$ cat config.mk
export PLATFORM = sky130hd
export DESIGN_NAME = adl_front
export DESIGN_NICKNAME = d
export VERILOG_FILES = /design/src/adl_pkg.sv /design/src/adl_front.sv
export SDC_FILE = /design/constraint.sdc
export NUM_CORES = 1
export LEC_CHECK = 0
export ABC_AREA = 1
export ABC_CLOCK_PERIOD_IN_PS = 3900
export BUFFER_PORTS_ARGS = -buffer_cell sky130_fd_sc_hd__buf_2
export CAP_MARGIN = 20
export CORE_MARGIN = 5
export CORE_UTILIZATION = 30
export DETAILED_ROUTE_END_ITERATION = 8
export PLACE_DENSITY = 0.58
export SLEW_MARGIN = 20
export SYNTH_ARGS = -nofsm -noshare
export SYNTH_HDL_FRONTEND = slang
export SYNTH_SLANG_ARGS = --single-unit
$ cat constraint.sdc
create_clock -name vclk -period 3.9
set_clock_uncertainty 0.1 [all_clocks]
set_input_delay 0.195 -clock vclk [all_inputs]
set_output_delay 0.195 -clock vclk [all_outputs]
set_load 0.03 [all_outputs]
$ cat src/adl_pkg.sv
`default_nettype none

package adl_pkg;

  localparam int DATA_W = 24;
  localparam int SIZE_W = 6;
  localparam int COORD_W = 5;
  localparam int NB_W = 6;
  localparam int FLUX_W = 37;
  localparam int CFG_IDX_W = 3;
  localparam int QUEUE_DEPTH = 2;
  localparam int QAW = $clog2(QUEUE_DEPTH);

  localparam logic FUNC_WRITE = 1'b0;
  localparam logic FUNC_QUERY = 1'b1;

  localparam logic [CFG_IDX_W-1:0] REG_SIZE_X = 3'd0;
  localparam logic [CFG_IDX_W-1:0] REG_SIZE_Y = 3'd1;
  localparam logic [CFG_IDX_W-1:0] REG_SIZE_Z = 3'd2;
  localparam logic [CFG_IDX_W-1:0] REG_COEF_LONG = 3'd3;
  localparam logic [CFG_IDX_W-1:0] REG_COEF_TRANS = 3'd4;

  // order in which the seven stencil taps are read
  localparam logic [2:0] TAP_CENTRE = 3'd0;
  localparam logic [2:0] TAP_XL = 3'd1;
  localparam logic [2:0] TAP_XU = 3'd2;
  localparam logic [2:0] TAP_YL = 3'd3;
  localparam logic [2:0] TAP_YU = 3'd4;
  localparam logic [2:0] TAP_ZL = 3'd5;
  localparam logic [2:0] TAP_ZU = 3'd6;

  typedef enum logic [1:0] {
    KIND_WRITE = 2'd0,
    KIND_QUERY = 2'd1,
    KIND_BAD   = 2'd2
  } kind_t;

  typedef struct packed {
    logic               func;
    logic [COORD_W-1:0] cell_x;
    logic [COORD_W-1:0] cell_y;
    logic [COORD_W-1:0] cell_z;
    logic [DATA_W-1:0]  conc_value;
  } item_t;

  typedef struct packed {
    logic signed [FLUX_W-1:0] flux;
    logic                     bad_coord;
  } result_t;

  typedef struct packed {
    kind_t              kind;
    logic [COORD_W-1:0] x;
    logic [COORD_W-1:0] y;
    logic [COORD_W-1:0] z;
    logic [NB_W-1:0]    xl;
    logic [NB_W-1:0]    xu;
    logic [NB_W-1:0]    yl;
    logic [NB_W-1:0]    yu;
    logic [NB_W-1:0]    zl;
    logic [NB_W-1:0]    zu;
    logic [DATA_W-1:0]  value;
  } entry_t;

endpackage

`default_nettype wire

$ cat src/adl_front.sv
`default_nettype none

module adl_front #(
  parameter int MAX_X = 32,
  parameter int MAX_Y = 32,
  parameter int MAX_Z = 32
) (
  input  wire adl_pkg::item_t                 item,
  input  wire                                 start,
  input  wire                                 full,
  input  wire logic [adl_pkg::SIZE_W-1:0]     size_x,
  input  wire logic [adl_pkg::SIZE_W-1:0]     size_y,
  input  wire logic [adl_pkg::SIZE_W-1:0]     size_z,
  output logic                                push,
  output adl_pkg::entry_t                     entry
);

  localparam logic [8:0] MaxXv = 9'(MAX_X);
  localparam logic [8:0] MaxYv = 9'(MAX_Y);
  localparam logic [8:0] MaxZv = 9'(MAX_Z);

  // sizes below two act as two, sizes past the grid act as the grid
  function automatic logic [8:0] use_size(input logic [adl_pkg::SIZE_W-1:0] sz,
                                          input logic [8:0] maxv);
    logic [8:0] s;
    s = 9'(sz);
    if (s < 9'd2) begin
      return 9'd2;
    end else if (s > maxv) begin
      return maxv;
    end
    return s;
  endfunction

  function automatic logic [adl_pkg::NB_W-1:0] lower_nb(input logic [adl_pkg::COORD_W-1:0] c);
    return (c == '0) ? adl_pkg::NB_W'(1) : adl_pkg::NB_W'(c) - adl_pkg::NB_W'(1);
  endfunction

  // reflect at the upper face
  function automatic logic [adl_pkg::NB_W-1:0] upper_nb(input logic [adl_pkg::COORD_W-1:0] c,
                                                        input logic [8:0] n);
    return (9'(c) + 9'd1 >= n) ? adl_pkg::NB_W'(c) - adl_pkg::NB_W'(1)
                               : adl_pkg::NB_W'(c) + adl_pkg::NB_W'(1);
  endfunction

  logic [8:0] nx, ny, nz;
  logic       in_grid;
  logic       in_use;

  always_comb begin
    nx = use_size(size_x, MaxXv);
    ny = use_size(size_y, MaxYv);
    nz = use_size(size_z, MaxZv);
    in_grid = (9'(item.cell_x) < MaxXv) && (9'(item.cell_y) < MaxYv)
              && (9'(item.cell_z) < MaxZv);
    in_use = (9'(item.cell_x) < nx) && (9'(item.cell_y) < ny) && (9'(item.cell_z) < nz);

    entry.x = item.cell_x;
    entry.y = item.cell_y;
    entry.z = item.cell_z;
    entry.xl = lower_nb(item.cell_x);
    entry.xu = upper_nb(item.cell_x, nx);
    entry.yl = lower_nb(item.cell_y);
    entry.yu = upper_nb(item.cell_y, ny);
    entry.zl = lower_nb(item.cell_z);
    entry.zu = upper_nb(item.cell_z, nz);
    entry.value = item.conc_value;

    if (item.func == adl_pkg::FUNC_WRITE) begin
      entry.kind = adl_pkg::KIND_WRITE;
    end else if (in_use) begin
      entry.kind = adl_pkg::KIND_QUERY;
    end else begin
      entry.kind = adl_pkg::KIND_BAD;
    end

    // writes beyond the grid are dropped here
    push = start && !full && ((item.func == adl_pkg::FUNC_QUERY) || in_grid);
  end

endmodule

`default_nettype wire

==> impl_metrics.env <==
export IMPL_outcome="complete, no violations"
export IMPL_p_leak_nw=1.50
export IMPL_seqPwrFrac=0
export IMPL_power_density_mw_per_mm2=169
export IMPL_drtIter0Drc=65
export IMPL_syn_avg_cell_area_um2=5.86
export IMPL_drc=0
export IMPL_yosysSeqAreaShare=0
export IMPL_synthCells=351
export IMPL_grt_pass1_wl_um=8560
export IMPL_startpoint_type="input pin"
export IMPL_yosysWarnings=0
export IMPL_setup_viol=0
export IMPL_ios=138
export IMPL_syn_area_mm2=0.00206
export IMPL_n_fill_cell=776
export IMPL_seq_area_um2=0
export IMPL_synthMostInstantiatedCell="nand2_1"
export IMPL_diodes=0
export IMPL_slew_headroom=0.758
export IMPL_tns_ps=0
export IMPL_p_switching_uw=265
export IMPL_hp_class="input pin to output port"
export IMPL_ys_types=23
export IMPL_hold_viol_final=0
export IMPL_m1WireLength_um=2470
export IMPL_dieArea_mm2=0.00862
export IMPL_cpMaxStageDelayCell="ha_1"
export IMPL_dr_pass1_iters=4
export IMPL_routedWlPerCell_um=11.1
export IMPL_grt_max_degree=9
export IMPL_fin_crit_sh=0.630
export IMPL_rsz0062_at_grt="false"
export IMPL_place_congestion=0.840
export IMPL_cp_slowest_stage_delay_ps=340
export IMPL_path_cells="buf_2 -> nor2_1 -> nand2_1 -> o21ai_0 -> inv_1 -> nor2_1 -> nand2_1 -> ha_1 -> a21oi_1 -> nor2_1 -> o21ai_2 -> nand2_2 -> nand2_1 -> nand2_1 -> buf_2"
export IMPL_hold_depth=0
export IMPL_postRouteAntennaNets=0
export IMPL_pwr_share_clk=0
export IMPL_multi_input_area_mm2=0.00154
export IMPL_ir_drop_mv=0.0770
export IMPL_fmax_mhz=407
export IMPL_synth_area_leaders="ha_1 (26%), nand2_1 (16%), buf_4 (15%), inv_1 (9.8%), nand3_1 (7.3%)"
export IMPL_worst_slack_ps=1440
export IMPL_synth_top_area_share=0.255
export IMPL_drv_slew=0
export IMPL_synth_net_count=453
export IMPL_vias=2183
export IMPL_min_period_ps=2460
export IMPL_met3_length_um=360
export IMPL_power_uw=387
export IMPL_syn2layout_area_growth_pct=11.4
export IMPL_nClkBuffers=0
export IMPL_switching_share=0.686
export IMPL_top_layer="met3"
export IMPL_p_int_uw=122
export IMPL_dp_slack_ps=1440
export IMPL_cp_max_fo=6
export IMPL_design_seq_count=0
export IMPL_rows=30
export IMPL_ys_top_cells_by_count="nand2_1 (88), inv_1 (54), buf_4 (42), ha_1 (42), nor2_1 (40)"
export IMPL_die_w_um=92.8
export IMPL_worstPathRequired_ps=3610
export IMPL_nets=503
export IMPL_hpwl_um=4700
export IMPL_grt_ovfl_total=0
export IMPL_cap_violations=0
export IMPL_cts_setup_buffers=0
export IMPL_grt_use_total=0.113
export IMPL_core_mm2=0.00672
export IMPL_drt_wl_total_um=5330
export IMPL_antenna_found_initial=0
export IMPL_dieHeight_um=92.8
export IMPL_end_kind="output port"
export IMPL_synth_top_cell_by_area="ha_1"
export IMPL_critPathMostFrequentCell="nand2_1"
export IMPL_cp_data_arrival_time_ps=2160
export IMPL_start_util=0.306
export IMPL_p_comb_frac=1.000
export IMPL_grt_pass1_vias=1995
export IMPL_dr_wl_met2_um=2510
export IMPL_port_buffers=90
export IMPL_tightest_slew_ps=359
export IMPL_cts_hold_buf=0
export IMPL_critical_path_class="input pin to output port"
export IMPL_viasPerCell=4.56
export IMPL_cts_resized=0
export IMPL_layout_drive_gt1_share=0.248
-- layer usage --
layer | up-vias | track usage
met5 | - | 0
met1 | 948 | 0.147
met4 | 0 | 0.00733
met2 | 67 | 0.208
li1 | 1168 | -
met3 | 0 | 0.0130
-- final timing paths --
path | start | end | slack (ps)
hold / removal | item[20] | entry[20] | 290
setup / recovery | size_y[3] | entry[40] | 1440
-- cells in the final DEF (no fill, tap or decap) --
master / instances
a21oi_4: 1
inv_1: 54
nor4_1: 3
nand3_2: 1
o21ai_0: 8
nor2_2: 1
a21oi_1: 10
nand2_2: 2
o21ai_2: 1
a21oi_2: 1
nor3_1: 4
ha_1: 42
buf_2: 90
a21o_1: 1
nand4_1: 3
and3_1: 1
nor2_4: 1
nand2_1: 88
nand3_1: 30
nand3b_1: 1
nor3_2: 1
nor2_1: 40
xor2_1: 15
-- worst max-delay path, delay by kind of cell --
family | cells | cell delay, ps
buf+inv | 3 | 340
simple gates | 8 | 720
fa+ha+maj | 1 | 340
compound gates | 3 | 570
-- stage by stage --
stage	utilization	hold WS [ps]	area, um2	cells
2_1_floorplan	-	400	2060	351
3_3_place_gp	0.341	290	2290	479
3_5_place_dp	0.341	290	2290	479
4_1_cts	0.341	290	2290	479
5_1_grt	0.341	290	2290	479
6_report	0.341	290	2290	479
-- area by class of cell --
| cell class | count | share of cell area |
|---|---|---|
| Multi-Input combinational cell | 255 | 0.672 |
| Tap cell | 80 | 0.0436 |
| Inverter | 54 | 0.0884 |
| Timing Repair Buffer | 90 | 0.196 |
-- cell families (layout without fill, tap and decap cells) --
family / Yosys count / after routing / share of synthesized area
AO/OA/AOI/OAI: 22 / 22 / 0.0638
XOR/XNOR: 15 / 15 / 0.0638
adder cells (fa/ha/maj): 42 / 42 / 0.255
buffers and inverters: 96 / 144 / 0.252
AND/OR/NAND/NOR: 176 / 176 / 0.365
-- power groups by stage --
stage,registers [mW],clock network [mW],logic (mW)
detailed placement,0,0,0.390
CTS,0,0,0.391
floorplan,0,0,0.332
global placement,0,0,0.386
finish,0,0,0.387
global route,0,0,0.433
Power figures use the tool's default switching activity.
