==> src/adl_pkg.sv <==
`default_nettype none

package adl_pkg;

  localparam int DATA_W = 24;
  localparam int SIZE_W = 6;
  localparam int COORD_W = 5;
  localparam int NB_W = 6;
  localparam int FLUX_W = 37;
  localparam int CFG_IDX_W = 3;
  localparam int QUEUE_DEPTH = 2;
  localparam int QAW = $clog2(QUEUE_DEPTH);

  localparam logic FUNC_WRITE = 1'b0;
  localparam logic FUNC_QUERY = 1'b1;

  localparam logic [CFG_IDX_W-1:0] REG_SIZE_X = 3'd0;
  localparam logic [CFG_IDX_W-1:0] REG_SIZE_Y = 3'd1;
  localparam logic [CFG_IDX_W-1:0] REG_SIZE_Z = 3'd2;
  localparam logic [CFG_IDX_W-1:0] REG_COEF_LONG = 3'd3;
  localparam logic [CFG_IDX_W-1:0] REG_COEF_TRANS = 3'd4;

  // order in which the seven stencil taps are read
  localparam logic [2:0] TAP_CENTRE = 3'd0;
  localparam logic [2:0] TAP_XL = 3'd1;
  localparam logic [2:0] TAP_XU = 3'd2;
  localparam logic [2:0] TAP_YL = 3'd3;
  localparam logic [2:0] TAP_YU = 3'd4;
  localparam logic [2:0] TAP_ZL = 3'd5;
  localparam logic [2:0] TAP_ZU = 3'd6;

  typedef enum logic [1:0] {
    KIND_WRITE = 2'd0,
    KIND_QUERY = 2'd1,
    KIND_BAD   = 2'd2
  } kind_t;

  typedef struct packed {
    logic               func;
    logic [COORD_W-1:0] cell_x;
    logic [COORD_W-1:0] cell_y;
    logic [COORD_W-1:0] cell_z;
    logic [DATA_W-1:0]  conc_value;
  } item_t;

  typedef struct packed {
    logic signed [FLUX_W-1:0] flux;
    logic                     bad_coord;
  } result_t;

  typedef struct packed {
    kind_t              kind;
    logic [COORD_W-1:0] x;
    logic [COORD_W-1:0] y;
    logic [COORD_W-1:0] z;
    logic [NB_W-1:0]    xl;
    logic [NB_W-1:0]    xu;
    logic [NB_W-1:0]    yl;
    logic [NB_W-1:0]    yu;
    logic [NB_W-1:0]    zl;
    logic [NB_W-1:0]    zu;
    logic [DATA_W-1:0]  value;
  } entry_t;

endpackage

`default_nettype wire

==> src/adl_queue.sv <==
`default_nettype none

module adl_queue (
  input  wire                    clk,
  input  wire                    rst,
  input  wire                    push,
  input  wire adl_pkg::entry_t   push_entry,
  input  wire                    pop,
  output adl_pkg::entry_t        head,
  output logic                   empty,
  output logic                   full
);

  adl_pkg::entry_t             slots [adl_pkg::QUEUE_DEPTH];
  logic [adl_pkg::QAW-1:0]     wr_ptr;
  logic [adl_pkg::QAW-1:0]     rd_ptr;
  logic [adl_pkg::QAW:0]       count;

  assign head  = slots[rd_ptr];
  assign empty = (count == '0);
  assign full  = (count == (adl_pkg::QAW+1)'(adl_pkg::QUEUE_DEPTH));

  always_ff @(posedge clk) begin
    if (push) begin
      slots[wr_ptr] <= push_entry;
    end
  end

  always_ff @(posedge clk) begin
    if (rst) begin
      wr_ptr <= '0;
      rd_ptr <= '0;
      count  <= '0;
    end else begin
      if (push) begin
        wr_ptr <= (wr_ptr == adl_pkg::QAW'(adl_pkg::QUEUE_DEPTH - 1)) ? '0
                  : wr_ptr + adl_pkg::QAW'(1);
      end
      if (pop) begin
        rd_ptr <= (rd_ptr == adl_pkg::QAW'(adl_pkg::QUEUE_DEPTH - 1)) ? '0
                  : rd_ptr + adl_pkg::QAW'(1);
      end
      if (push && !pop) begin
        count <= count + (adl_pkg::QAW+1)'(1);
      end else if (pop && !push) begin
        count <= count - (adl_pkg::QAW+1)'(1);
      end
    end
  end

endmodule

`default_nettype wire

==> config.mk <==
export PLATFORM = sky130hd
export DESIGN_NAME = adl_queue
export DESIGN_NICKNAME = d
export VERILOG_FILES = /design/src/adl_pkg.sv /design/src/adl_queue.sv
export SDC_FILE = /design/constraint.sdc
export NUM_CORES = 1
export LEC_CHECK = 0
export ABC_AREA = 1
export BUFFER_PORTS_ARGS = -buffer_cell sky130_fd_sc_hd__clkbuf_2
export CAP_MARGIN = 20
export CORE_MARGIN = 1.5
export CORE_UTILIZATION = 45
export CTS_CLUSTER_DIAMETER = 100
export CTS_CLUSTER_SIZE = 20
export DETAILED_ROUTE_END_ITERATION = 8
export PLACE_DENSITY_LB_ADDON = 0.08
export SLEW_MARGIN = 15
export SYNTH_ARGS = -nofsm -noshare
export SYNTH_HDL_FRONTEND = slang
export SYNTH_SLANG_ARGS = --single-unit
==> constraint.sdc <==
create_clock -name clk -period 8.2 [get_ports clk]
set_input_delay 0.41 -clock clk [delete_from_list [all_inputs] [get_ports clk]]
set_output_delay 0.41 -clock clk [all_outputs]
set_load 0.03 [all_outputs]
==> flow_metrics.env, run 1 <==
export IMPL_clk_pin_slew_ns=0.06
export IMPL_synth_area_top_cells="edfxtp_1 78%, mux2_2 8.9%, mux2_4 7.6%, dfxtp_1 1.7%, buf_8 0.76%"
export IMPL_root_buffer="clkbuf_16"
export IMPL_power_leakage_nw=3.00
export IMPL_vias=2958
export IMPL_maxCapViolCount=0
export IMPL_io_buffers=159
export IMPL_tns_ns=0
export IMPL_required_ns=7.79
export IMPL_worstRegToRegCells=4
export IMPL_grt_usage_pct=15.3
export IMPL_synth_seq_cells=159
export IMPL_ant_nets=0
export IMPL_place_hpwl_um=6350
export IMPL_grt_pass1_wl_um=15700
export IMPL_start_util_pct=46.5
export IMPL_numCtsBuffers=17
export IMPL_worstMarginPinSlew_ns=0.712
export IMPL_dieWidth_um=118
export IMPL_hold_depth=1
export IMPL_synth_compound_area_share_pct=0.169
export IMPL_critical_path_class="reg2out"
export IMPL_critPathArrivalTime_ns=2.41
export IMPL_worstSetupEndpointType="primary output"
export IMPL_grt_pass1_vias=3028
export IMPL_power_share_combinational_pct=11.6
export IMPL_final_setup_viol_count=0
export IMPL_muxShareOfSynthArea_pct=16.6
export IMPL_hold_buffers=0
export IMPL_synthSimpleGateAreaFrac_pct=1.04
export IMPL_crit_slowest_cell="dfxtp_4"
export IMPL_cts_setup_buffers=0
export IMPL_avgSynthCellArea_um2=21.7
export IMPL_syn_num_nets=355
export IMPL_gr_total_overflow=0
export IMPL_finalCritPeriodShare_pct=34.3
export IMPL_via_per_inst=4.69
export IMPL_wire_per_inst_um=15.7
export IMPL_diodes=0
export IMPL_ctsResizeCount=0
export IMPL_final_common_cell="clkbuf_2"
export IMPL_p_sw_share_pct=21.7
export IMPL_slew_headroom_pct=52.5
export IMPL_synth_area_mm2=0.00592
export IMPL_antenna_found_initial=0
export IMPL_worst_slack_ns=5.38
export IMPL_hold_ws_ns=0.177
export IMPL_powerDensity_mw_per_mm2=279
export IMPL_ys_warnings_count=0
export IMPL_yosysSeqAreaShare_pct=79.8
export IMPL_mostFrequentLayoutCells="159 x clkbuf_2, 154 x edfxtp_1, 47 x mux2_2"
export IMPL_max_freq_mhz=355
export IMPL_dp_slack_ns=5.76
export IMPL_synth_adder_area_share_pct=0.211
export IMPL_clk_path_buf_depth=2
export IMPL_internal_power_w=0.00166
export IMPL_min_path_type="in2reg"
export IMPL_rows=41
export IMPL_power_w=0.00212
export IMPL_h_tree_depth=4
export IMPL_syn2layout_area_growth_pct=28.5
export IMPL_finalCriticalPeriod_ns=2.82
export IMPL_synth_top_family_by_area="multiplexers"
export IMPL_netlist_area_leader_share_pct=78.1
export IMPL_routed_wl_um=9910
export IMPL_synth_xor_area_share_pct=0.148
export IMPL_netlist_instances=273
export IMPL_p_sw_w=0.000460
export IMPL_p_seq_share_pct=45.2
export IMPL_cts_tree="built"
export IMPL_irDropWorstVdd_mv=0.137
export IMPL_drc=0
export IMPL_drt_initial_drc_count=205
export IMPL_first_pass_iters=4
export IMPL_cpPeakStageDelay_ns=0.66
export IMPL_pin_count=160
export IMPL_rsz0062_at_grt="false"
export IMPL_finalHoldViolations=0
export IMPL_path_cells="buf_4 -> mux2_2 -> clkbuf_2"
export IMPL_die_area_mm2=0.0138
export IMPL_grt_max_degree=79
export IMPL_clk_latency_ns=0.42
export IMPL_clock_sinks=159
export IMPL_coreArea_mm2=0.0127
export IMPL_yosysUniqueCellTypes=17
export IMPL_slew_violations=0
export IMPL_clockPowerShare_pct=43.2
export IMPL_fp_dieH_um=118
export IMPL_cp_start_kind="flop"
export IMPL_gp_congestion=0.720
export IMPL_synth_top_area_cell="edfxtp_1"
export IMPL_drive_gt1_share_pct=59.3
export IMPL_outcome="complete, no violations"
export IMPL_finalClockSkew_ns=0.00358
export IMPL_nets=529
export IMPL_cp_max_fo=47
[layout make-up]
type                            count  area, um^2
Multi-Input combinational cell     96        1080
Fill cell                         996        5120
Inverter                            9        35.0
Tap cell                          172         215
Timing Repair Buffer              164         853
Sequential cell                   159        4730
Clock inverter                     14         269
Clock buffer                       17         425
[metal layers]
metal / vias to the layer above / GRT usage, % / routed length (um)
met5: - / 0 / 0
met4: 0 / 8.23 / 178
met1: 1428 / 18.0 / 3980
met3: 14 / 5.57 / 615
met2: 102 / 24.5 / 5140
li1: 1414 / - / -
[critical path: cells and delay by family (launching register included)]
kind	cells	cell delay, ns
flops	1	0.66
mux	1	0.42
buf+inv	2	0.83
[power groups by stage]
stage,logic [W],registers [W],clock network (W)
finish,0.000247,0.000958,0.000915
global route,0.000263,0.000962,0.000967
CTS,0.000250,0.000959,0.000935
detailed placement,0.000250,0.000976,0
global placement,0.000247,0.000974,0
floorplan,0.000185,0.000968,0
[per-stage QoR]
step / utilization (%) / area, um^2 / cells
2_1_floorplan: - / 5920 / 273
3_3_place_gp: 54.1 / 6880 / 599
3_5_place_dp: 54.1 / 6880 / 599
4_1_cts: 59.6 / 7580 / 630
5_1_grt: 59.8 / 7610 / 631
6_report: 59.8 / 7610 / 631
[final timing paths]
check / start / to / slack (ns)
max: flop / head[76] / 5.38
min: push_entry[13] / slots[0][13] / 0.18
max reg2reg: wr_ptr / slots[1][47] / 6.68
min reg2reg: rd_ptr / rd_ptr / 0.52
[state kept, by name (all words and copies together) (netlist names), named ones only]
| signal | cells |
|---|---|
| rd_ptr | 1 |
| slots | 154 |
| wr_ptr | 1 |
| count | 2 |
[Yosys cell counts, drive strengths merged]
cell type and count:
edfxtp 154, mux2 77, buf 9, inv 9, nor2 7, dfxtp 5, nand2 5, a21oi 1
ha 1, nand3 1, nand4 1, nor3 1, o21ai 1, xnor2 1
[cell families after synthesis]
family / Yosys count
AO/OA/AOI/OAI: 2
multiplexers: 77
adder cells (fa/ha/maj): 1
AND/OR/NAND/NOR: 15
buffers and inverters: 18
XOR/XNOR: 1
flip-flops: 159
No activity file was read; power rests on OpenSTA's default activity.
==> inputs of run 2 (changes only) <==
clock period = 2.9 ns   (was 8.2 ns; I/O delays follow)
==> run 2 against run 1 <==
Die area did not move. Count of clock-buffer cells in the layout increased by 6. Cell count is 13% higher. Combinational power rose to 3.2 times the previous value. Via count is 11% higher. Global-route usage grew 1.1 points. Sequential power rose to 2.8 times the previous value. Utilization up 5.2 points. Power rose to 2.6 times the previous value. Worst hold slack worse by 0.14 ns. Critical path type unchanged. Critical endpoint is now head[63].
==> flow_metrics.env, run 2 (synthesis results as in run 1) <==
export IMPL_internal_power_w=0.00425
export IMPL_place_inst=601
export IMPL_cpPeakStageDelay_ns=0.61
export IMPL_min_path_type="in2reg"
export IMPL_io_buffers=159
export IMPL_grt_pass1_vias=3356
export IMPL_p_sw_share_pct=23.4
export IMPL_pin_count=160
export IMPL_finalHoldViolations=0
export IMPL_first_pass_iters=4
export IMPL_clk_latency_ns=0.42
export IMPL_tns_ns=0
export IMPL_largest_reg_flops=154
export IMPL_maxCapViolCount=0
export IMPL_cts_setup_buffers=0
export IMPL_drive_gt1_share_pct=49.9
export IMPL_worstMarginPinSlew_ns=0.728
export IMPL_grt_usage_pct=16.4
export IMPL_slew_headroom_pct=51.3
export IMPL_fp_dieH_um=118
export IMPL_via_per_inst=4.62
export IMPL_final_setup_viol_count=0
export IMPL_rows=41
export IMPL_slew_violations=0
export IMPL_grt_pass1_wl_um=16800
export IMPL_clockPowerShare_pct=36.8
export IMPL_cts_tree="built"
export IMPL_cp_max_fo=27
export IMPL_gr_total_overflow=0
export IMPL_routed_wl_um=11100
export IMPL_p_seq_share_pct=48.7
export IMPL_ctsResizeCount=0
export IMPL_clock_sinks=159
export IMPL_clk_path_buf_depth=2
export IMPL_drc=0
export IMPL_dieWidth_um=118
export IMPL_worstSetupEndpointType="primary output"
export IMPL_place_hpwl_um=6950
export IMPL_syn2layout_area_growth_pct=39.8
export IMPL_h_tree_depth=4
export IMPL_powerDensity_mw_per_mm2=671
export IMPL_die_area_mm2=0.0138
export IMPL_critPathBufInv=2
export IMPL_wire_per_inst_um=15.5
export IMPL_biggestRegsByFlops="slots (154), count (2)"
export IMPL_cp_start_kind="flop"
export IMPL_vias=3287
export IMPL_required_ns=2.76
export IMPL_finalClockSkew_ns=0.00729
export IMPL_power_leakage_nw=3.27
export IMPL_p_sw_w=0.00130
export IMPL_max_freq_mhz=482
export IMPL_power_share_combinational_pct=14.4
export IMPL_gp_congestion=0.757
export IMPL_rsz0062_at_grt="false"
export IMPL_antenna_found_initial=1
export IMPL_drt_initial_drc_count=173
export IMPL_instances_no_fill=712
export IMPL_crit_slowest_cell="dfxtp_4"
export IMPL_nets=608
export IMPL_grt_max_degree=42
export IMPL_irDropWorstVdd_mv=0.358
export IMPL_regMostFlops="slots"
export IMPL_coreArea_mm2=0.0127
export IMPL_outcome="complete, no violations"
export IMPL_root_buffer="clkbuf_16"
export IMPL_mostFrequentLayoutCells="159 x clkbuf_2, 154 x edfxtp_1, 78 x dlygate4sd3_1"
export IMPL_critPathArrivalTime_ns=1.93
export IMPL_critical_path_class="reg2out"
export IMPL_start_util_pct=46.5
export IMPL_finalCriticalPeriod_ns=2.08
export IMPL_finalCritPeriodShare_pct=71.6
export IMPL_ant_nets=0
export IMPL_hold_ws_ns=0.0349
export IMPL_cpLargestDelayFamily="flip-flops"
export IMPL_numCtsBuffers=17
export IMPL_final_common_cell="clkbuf_2"
export IMPL_clk_pin_slew_ns=0.05
export IMPL_path_cells="buf_4 -> mux2_2 -> clkbuf_2"
==> run 2: cell count changes in the layout (fill, tap and decap cells not counted), sizes merged, moves of 2 or more <==
cell,delta
bufinv,-6
dlygate4sd3,+78
clkbuf,+6
clkinv,+2
==> run 2: power groups by stage <==
stage,Combinational (W),Clock [W],Sequential (W)
2_1_floorplan,0.000524,0,0.00273
5_1_grt,0.000850,0.00219,0.00272
3_3_place_gp,0.000720,0,0.00275
3_5_place_dp,0.000725,0,0.00276
6_report,0.000802,0.00205,0.00271
4_1_cts,0.000812,0.00208,0.00271
==> run 2: what timing repair did <==
item,CTS,global route
hold endpoints to repair,157,0
setup endpoints to repair,0,0
hold buffers,78,0
==> run 2: final timing paths <==
path          start      endpoint  slack (ns)  cells after the start
max reg2reg  wr_ptr  slots[0][41]        1.31                      2
max            flop      head[63]        0.82                      3
min reg2reg  rd_ptr        rd_ptr        0.52                      2
min             pop        rd_ptr        0.03                      3
==> run 2: per-layer routing <==
metal  vias to the layer above  global-route usage [%]  wire (um)
li1                       1571                       -          -
met1                      1585                    18.8       4650
met2                       114                    26.7       5480
met3                        17                    6.40        710
met4                         0                    8.38        216
met5                         -                       0          0
==> run 2: worst register-to-register path, stage by stage (launching register included) <==
cell     delay (ns)
dfxtp_1        0.34
nor2_4         0.60
buf_12         0.31
==> run 2: layout make-up <==
| class | count | area, um^2 |
|---|---|---|
| flip-flops and latches | 159 | 4730 |
| fillers | 957 | 4450 |
| repair buffers | 243 | 1670 |
| multi-input cells | 96 | 1080 |
| clock buffers | 23 | 448 |
| well taps | 172 | 215 |
| clock inverters | 9 | 92.6 |
| inverters | 9 | 35.0 |
| diodes | 1 | 2.50 |
==> run 2: stage by stage <==
step / power (W) / utilization, % / worst slack (ns) / instance area [um^2]
3_5_place_dp: 0.00348 / 54.6 / 1.22 / 6950
2_1_floorplan: 0.00326 / - / 0.133 / 5920
5_1_grt: 0.00576 / 65.0 / 0.718 / 8270
4_1_cts: 0.00561 / 65.0 / 0.762 / 8270
6_report: 0.00556 / 65.0 / 0.825 / 8270
3_3_place_gp: 0.00347 / 54.6 / 1.24 / 6950
==> inputs of run 3 (changes only) <==
ABC_AREA = 0   (was 1)
clock period = 2.1 ns   (was 2.9 ns; I/O delays follow)
==> run 3 against run 2 <==
Wire length fell by 2.2%. Setup slack worse by 0.67 ns. Count of clock-buffer cells in the layout down 1. Register-to-register slack worse by 0.70 ns. Global-route usage about the same. Critical path depth did not move. Die area is 0.35% lower. Critical endpoint is now head[65]. Largest cell class unchanged. Highest routed layer unchanged.
==> flow_metrics.env, run 3 <==
export IMPL_root_buffer="clkbuf_16"
export IMPL_grt_pass1_vias=3470
export IMPL_avgSynthCellArea_um2=22.5
export IMPL_irDropWorstVdd_mv=0.517
export IMPL_grt_max_degree=56
export IMPL_diodes=0
export IMPL_first_pass_iters=4
export IMPL_routed_wl_um=10800
export IMPL_fp_dieH_um=117
export IMPL_syn_num_nets=344
export IMPL_powerDensity_mw_per_mm2=980
export IMPL_synth_compound_area_share_pct=0.170
export IMPL_slew_violations=0
export IMPL_worstMarginPinSlew_ns=0.426
export IMPL_yosysUniqueCellTypes=17
export IMPL_clk_path_buf_depth=2
export IMPL_max_freq_mhz=515
export IMPL_critical_path_class="reg2out"
export IMPL_drt_initial_drc_count=138
export IMPL_cp_max_fo=31
export IMPL_place_area_mm2=0.00694
export IMPL_via_per_inst=4.61
export IMPL_gr_total_overflow=0
export IMPL_cp_start_kind="flop"
export IMPL_finalCriticalPeriod_ns=1.94
export IMPL_biggestRegsByFlops="slots (154), count (2)"
export IMPL_final_common_cell="clkbuf_2"
export IMPL_ys_warnings_count=0
export IMPL_hold_start="push"
export IMPL_finalClockSkew_ns=0.00709
export IMPL_wire_per_inst_um=15.4
export IMPL_syn2layout_area_growth_pct=42.1
export IMPL_ant_nets=0
export IMPL_worstSetupEndpointType="primary output"
export IMPL_postLayoutCellArea_mm2=0.00838
export IMPL_grt_usage_pct=16.4
export IMPL_finalCritPeriodShare_pct=92.5
export IMPL_crit_slowest_cell="dfxtp_4"
export IMPL_largest_reg_flops=154
export IMPL_rows=41
export IMPL_tns_ns=0
export IMPL_cts_setup_buffers=0
export IMPL_start_util_pct=46.4
export IMPL_critPathArrivalTime_ns=1.84
export IMPL_place_hpwl_um=6720
export IMPL_regMostFlops="slots"
export IMPL_yosysSeqAreaShare_pct=80.1
export IMPL_io_buffers=159
export IMPL_min_path_type="in2reg"
export IMPL_rsz0062_at_grt="false"
export IMPL_drc=0
export IMPL_path_cells="buf_12 -> mux2_2 -> clkbuf_2"
export IMPL_nets=600
export IMPL_muxShareOfSynthArea_pct=16.6
export IMPL_numCtsBuffers=17
export IMPL_coreArea_mm2=0.0127
export IMPL_die_area_mm2=0.0138
export IMPL_hold_ws_ns=0.196
export IMPL_vias=3241
export IMPL_clock_sinks=159
export IMPL_timing_rr_start="wr_ptr"
export IMPL_synth_adder_area_share_pct=0.212
export IMPL_clk_latency_ns=0.41
export IMPL_mostFrequentLayoutCells="159 x clkbuf_2, 154 x edfxtp_1, 80 x dlygate4sd3_1"
export IMPL_synth_top_flop_cell="edfxtp_1"
export IMPL_netlist_instances=262
export IMPL_clk_pin_slew_ns=0.06
export IMPL_cpPeakStageDelay_ns=0.57
export IMPL_power_leakage_nw=3.30
export IMPL_outcome="complete, no violations"
export IMPL_synth_xor_area_share_pct=0.594
export IMPL_h_tree_depth=4
export IMPL_finalHoldViolations=0
export IMPL_grt_pass1_wl_um=17200
export IMPL_synth_area_mm2=0.00590
export IMPL_cts_tree="built"
export IMPL_antenna_found_initial=0
export IMPL_synth_seq_cells=159
export IMPL_synthArstFlopShare_pct=0
export IMPL_drive_gt1_share_pct=52.2
export IMPL_slew_headroom_pct=71.6
export IMPL_required_ns=2.00
export IMPL_final_setup_viol_count=0
export IMPL_netlist_area_leader_share_pct=78.4
export IMPL_maxCapViolCount=0
export IMPL_gp_congestion=0.721
export IMPL_synth_top_family_by_area="multiplexers"
export IMPL_dieWidth_um=117
export IMPL_synth_common_cells="154 x edfxtp_1, 47 x mux2_2, 30 x mux2_4"
export IMPL_yosysMostFrequentCell="edfxtp_1"
export IMPL_synth_area_top_cells="edfxtp_1 78%, mux2_2 9.0%, mux2_4 7.6%, dfxtp_1 1.7%, buf_8 0.76%"
export IMPL_pin_count=160
export IMPL_synth_top_area_cell="edfxtp_1"
export IMPL_synth_edf_count=154
export IMPL_synthSimpleGateAreaFrac_pct=0.743
[run 3: cell types whose count changed in the layout (fill, tap and decap cells not counted), sizes merged, moves of 2 or more]
cell / previous run / this run
bufinv: 2 / 4
clkinvlp: 0 / 3
nand2: 5 / 0
dlygate4sd3: 78 / 80
clkinv: 8 / 3
inv: 8 / 1
nor2: 7 / 5
nor2b: 0 / 2
xor2: 0 / 2
[run 3: cell families after synthesis]
| kind of cell | count (synthesis) |
|---|---|
| buffers and inverters | 10 |
| adder cells (fa/ha/maj) | 1 |
| AND/OR/NAND/NOR | 9 |
| multiplexers | 77 |
| flip-flops | 159 |
| XOR/XNOR | 4 |
| AO/OA/AOI/OAI | 2 |
[run 3: cell type report]
| cell class | count | area (um^2) |
|---|---|---|
| well taps | 172 | 215 |
| fillers | 920 | 4340 |
| repair buffers | 246 | 1700 |
| clock inverters | 10 | 158 |
| clock buffers | 22 | 484 |
| inverters | 1 | 3.75 |
| multi-input cells | 93 | 1090 |
| flip-flops and latches | 159 | 4730 |
[run 3: timing repair]
item,in CTS,in global routing
setup endpoints to repair,0,0
resized for setup,0,0
hold endpoints to repair,159,0
hold buffers,80,0
[run 3: worst paths after layout]
check	to	slack [ns]	depth (start not counted)
max	head[65]	0.16	3
min reg2reg	flop	0.54	2
min	count[0]	0.20	4
max reg2reg	slots[1][17]	0.61	2
[run 3: through the flow]
| stage | worst slack, ns | power (W) | std cells | util, % |
|---|---|---|---|---|
| 2_1_floorplan | 0.191 | 0.00458 | 262 | - |
| 3_3_place_gp | 0.595 | 0.00490 | 591 | 54.5 |
| 3_5_place_dp | 0.580 | 0.00491 | 591 | 54.5 |
| 4_1_cts | 0.124 | 0.00828 | 703 | 65.9 |
| 5_1_grt | 0.0681 | 0.00849 | 703 | 65.9 |
| 6_report | 0.157 | 0.00821 | 703 | 65.9 |
[run 3: where the power goes]
part	total, W	switching [W]	internal [W]
logic	0.00118	0.000680	0.000505
registers	0.00377	0.0000711	0.00370
clock network	0.00325	0.00114	0.00211
[run 3: routing by layer]
layer / share of wire (%) / track usage, % / vias to the layer above
met2: 49 / 27.1 / 106
met1: 43 / 19.9 / 1570
met5: 0 / 0 / -
li1: - / - / 1550
met3: 5.4 / 4.94 / 15
met4: 1.7 / 7.62 / 0
[run 3: critical path: cells and delay by family, from the launching register on]
kind | cells | cell delay (ns)
buffers and inverters | 2 | 0.45
DFF | 1 | 0.57
muxes | 1 | 0.37
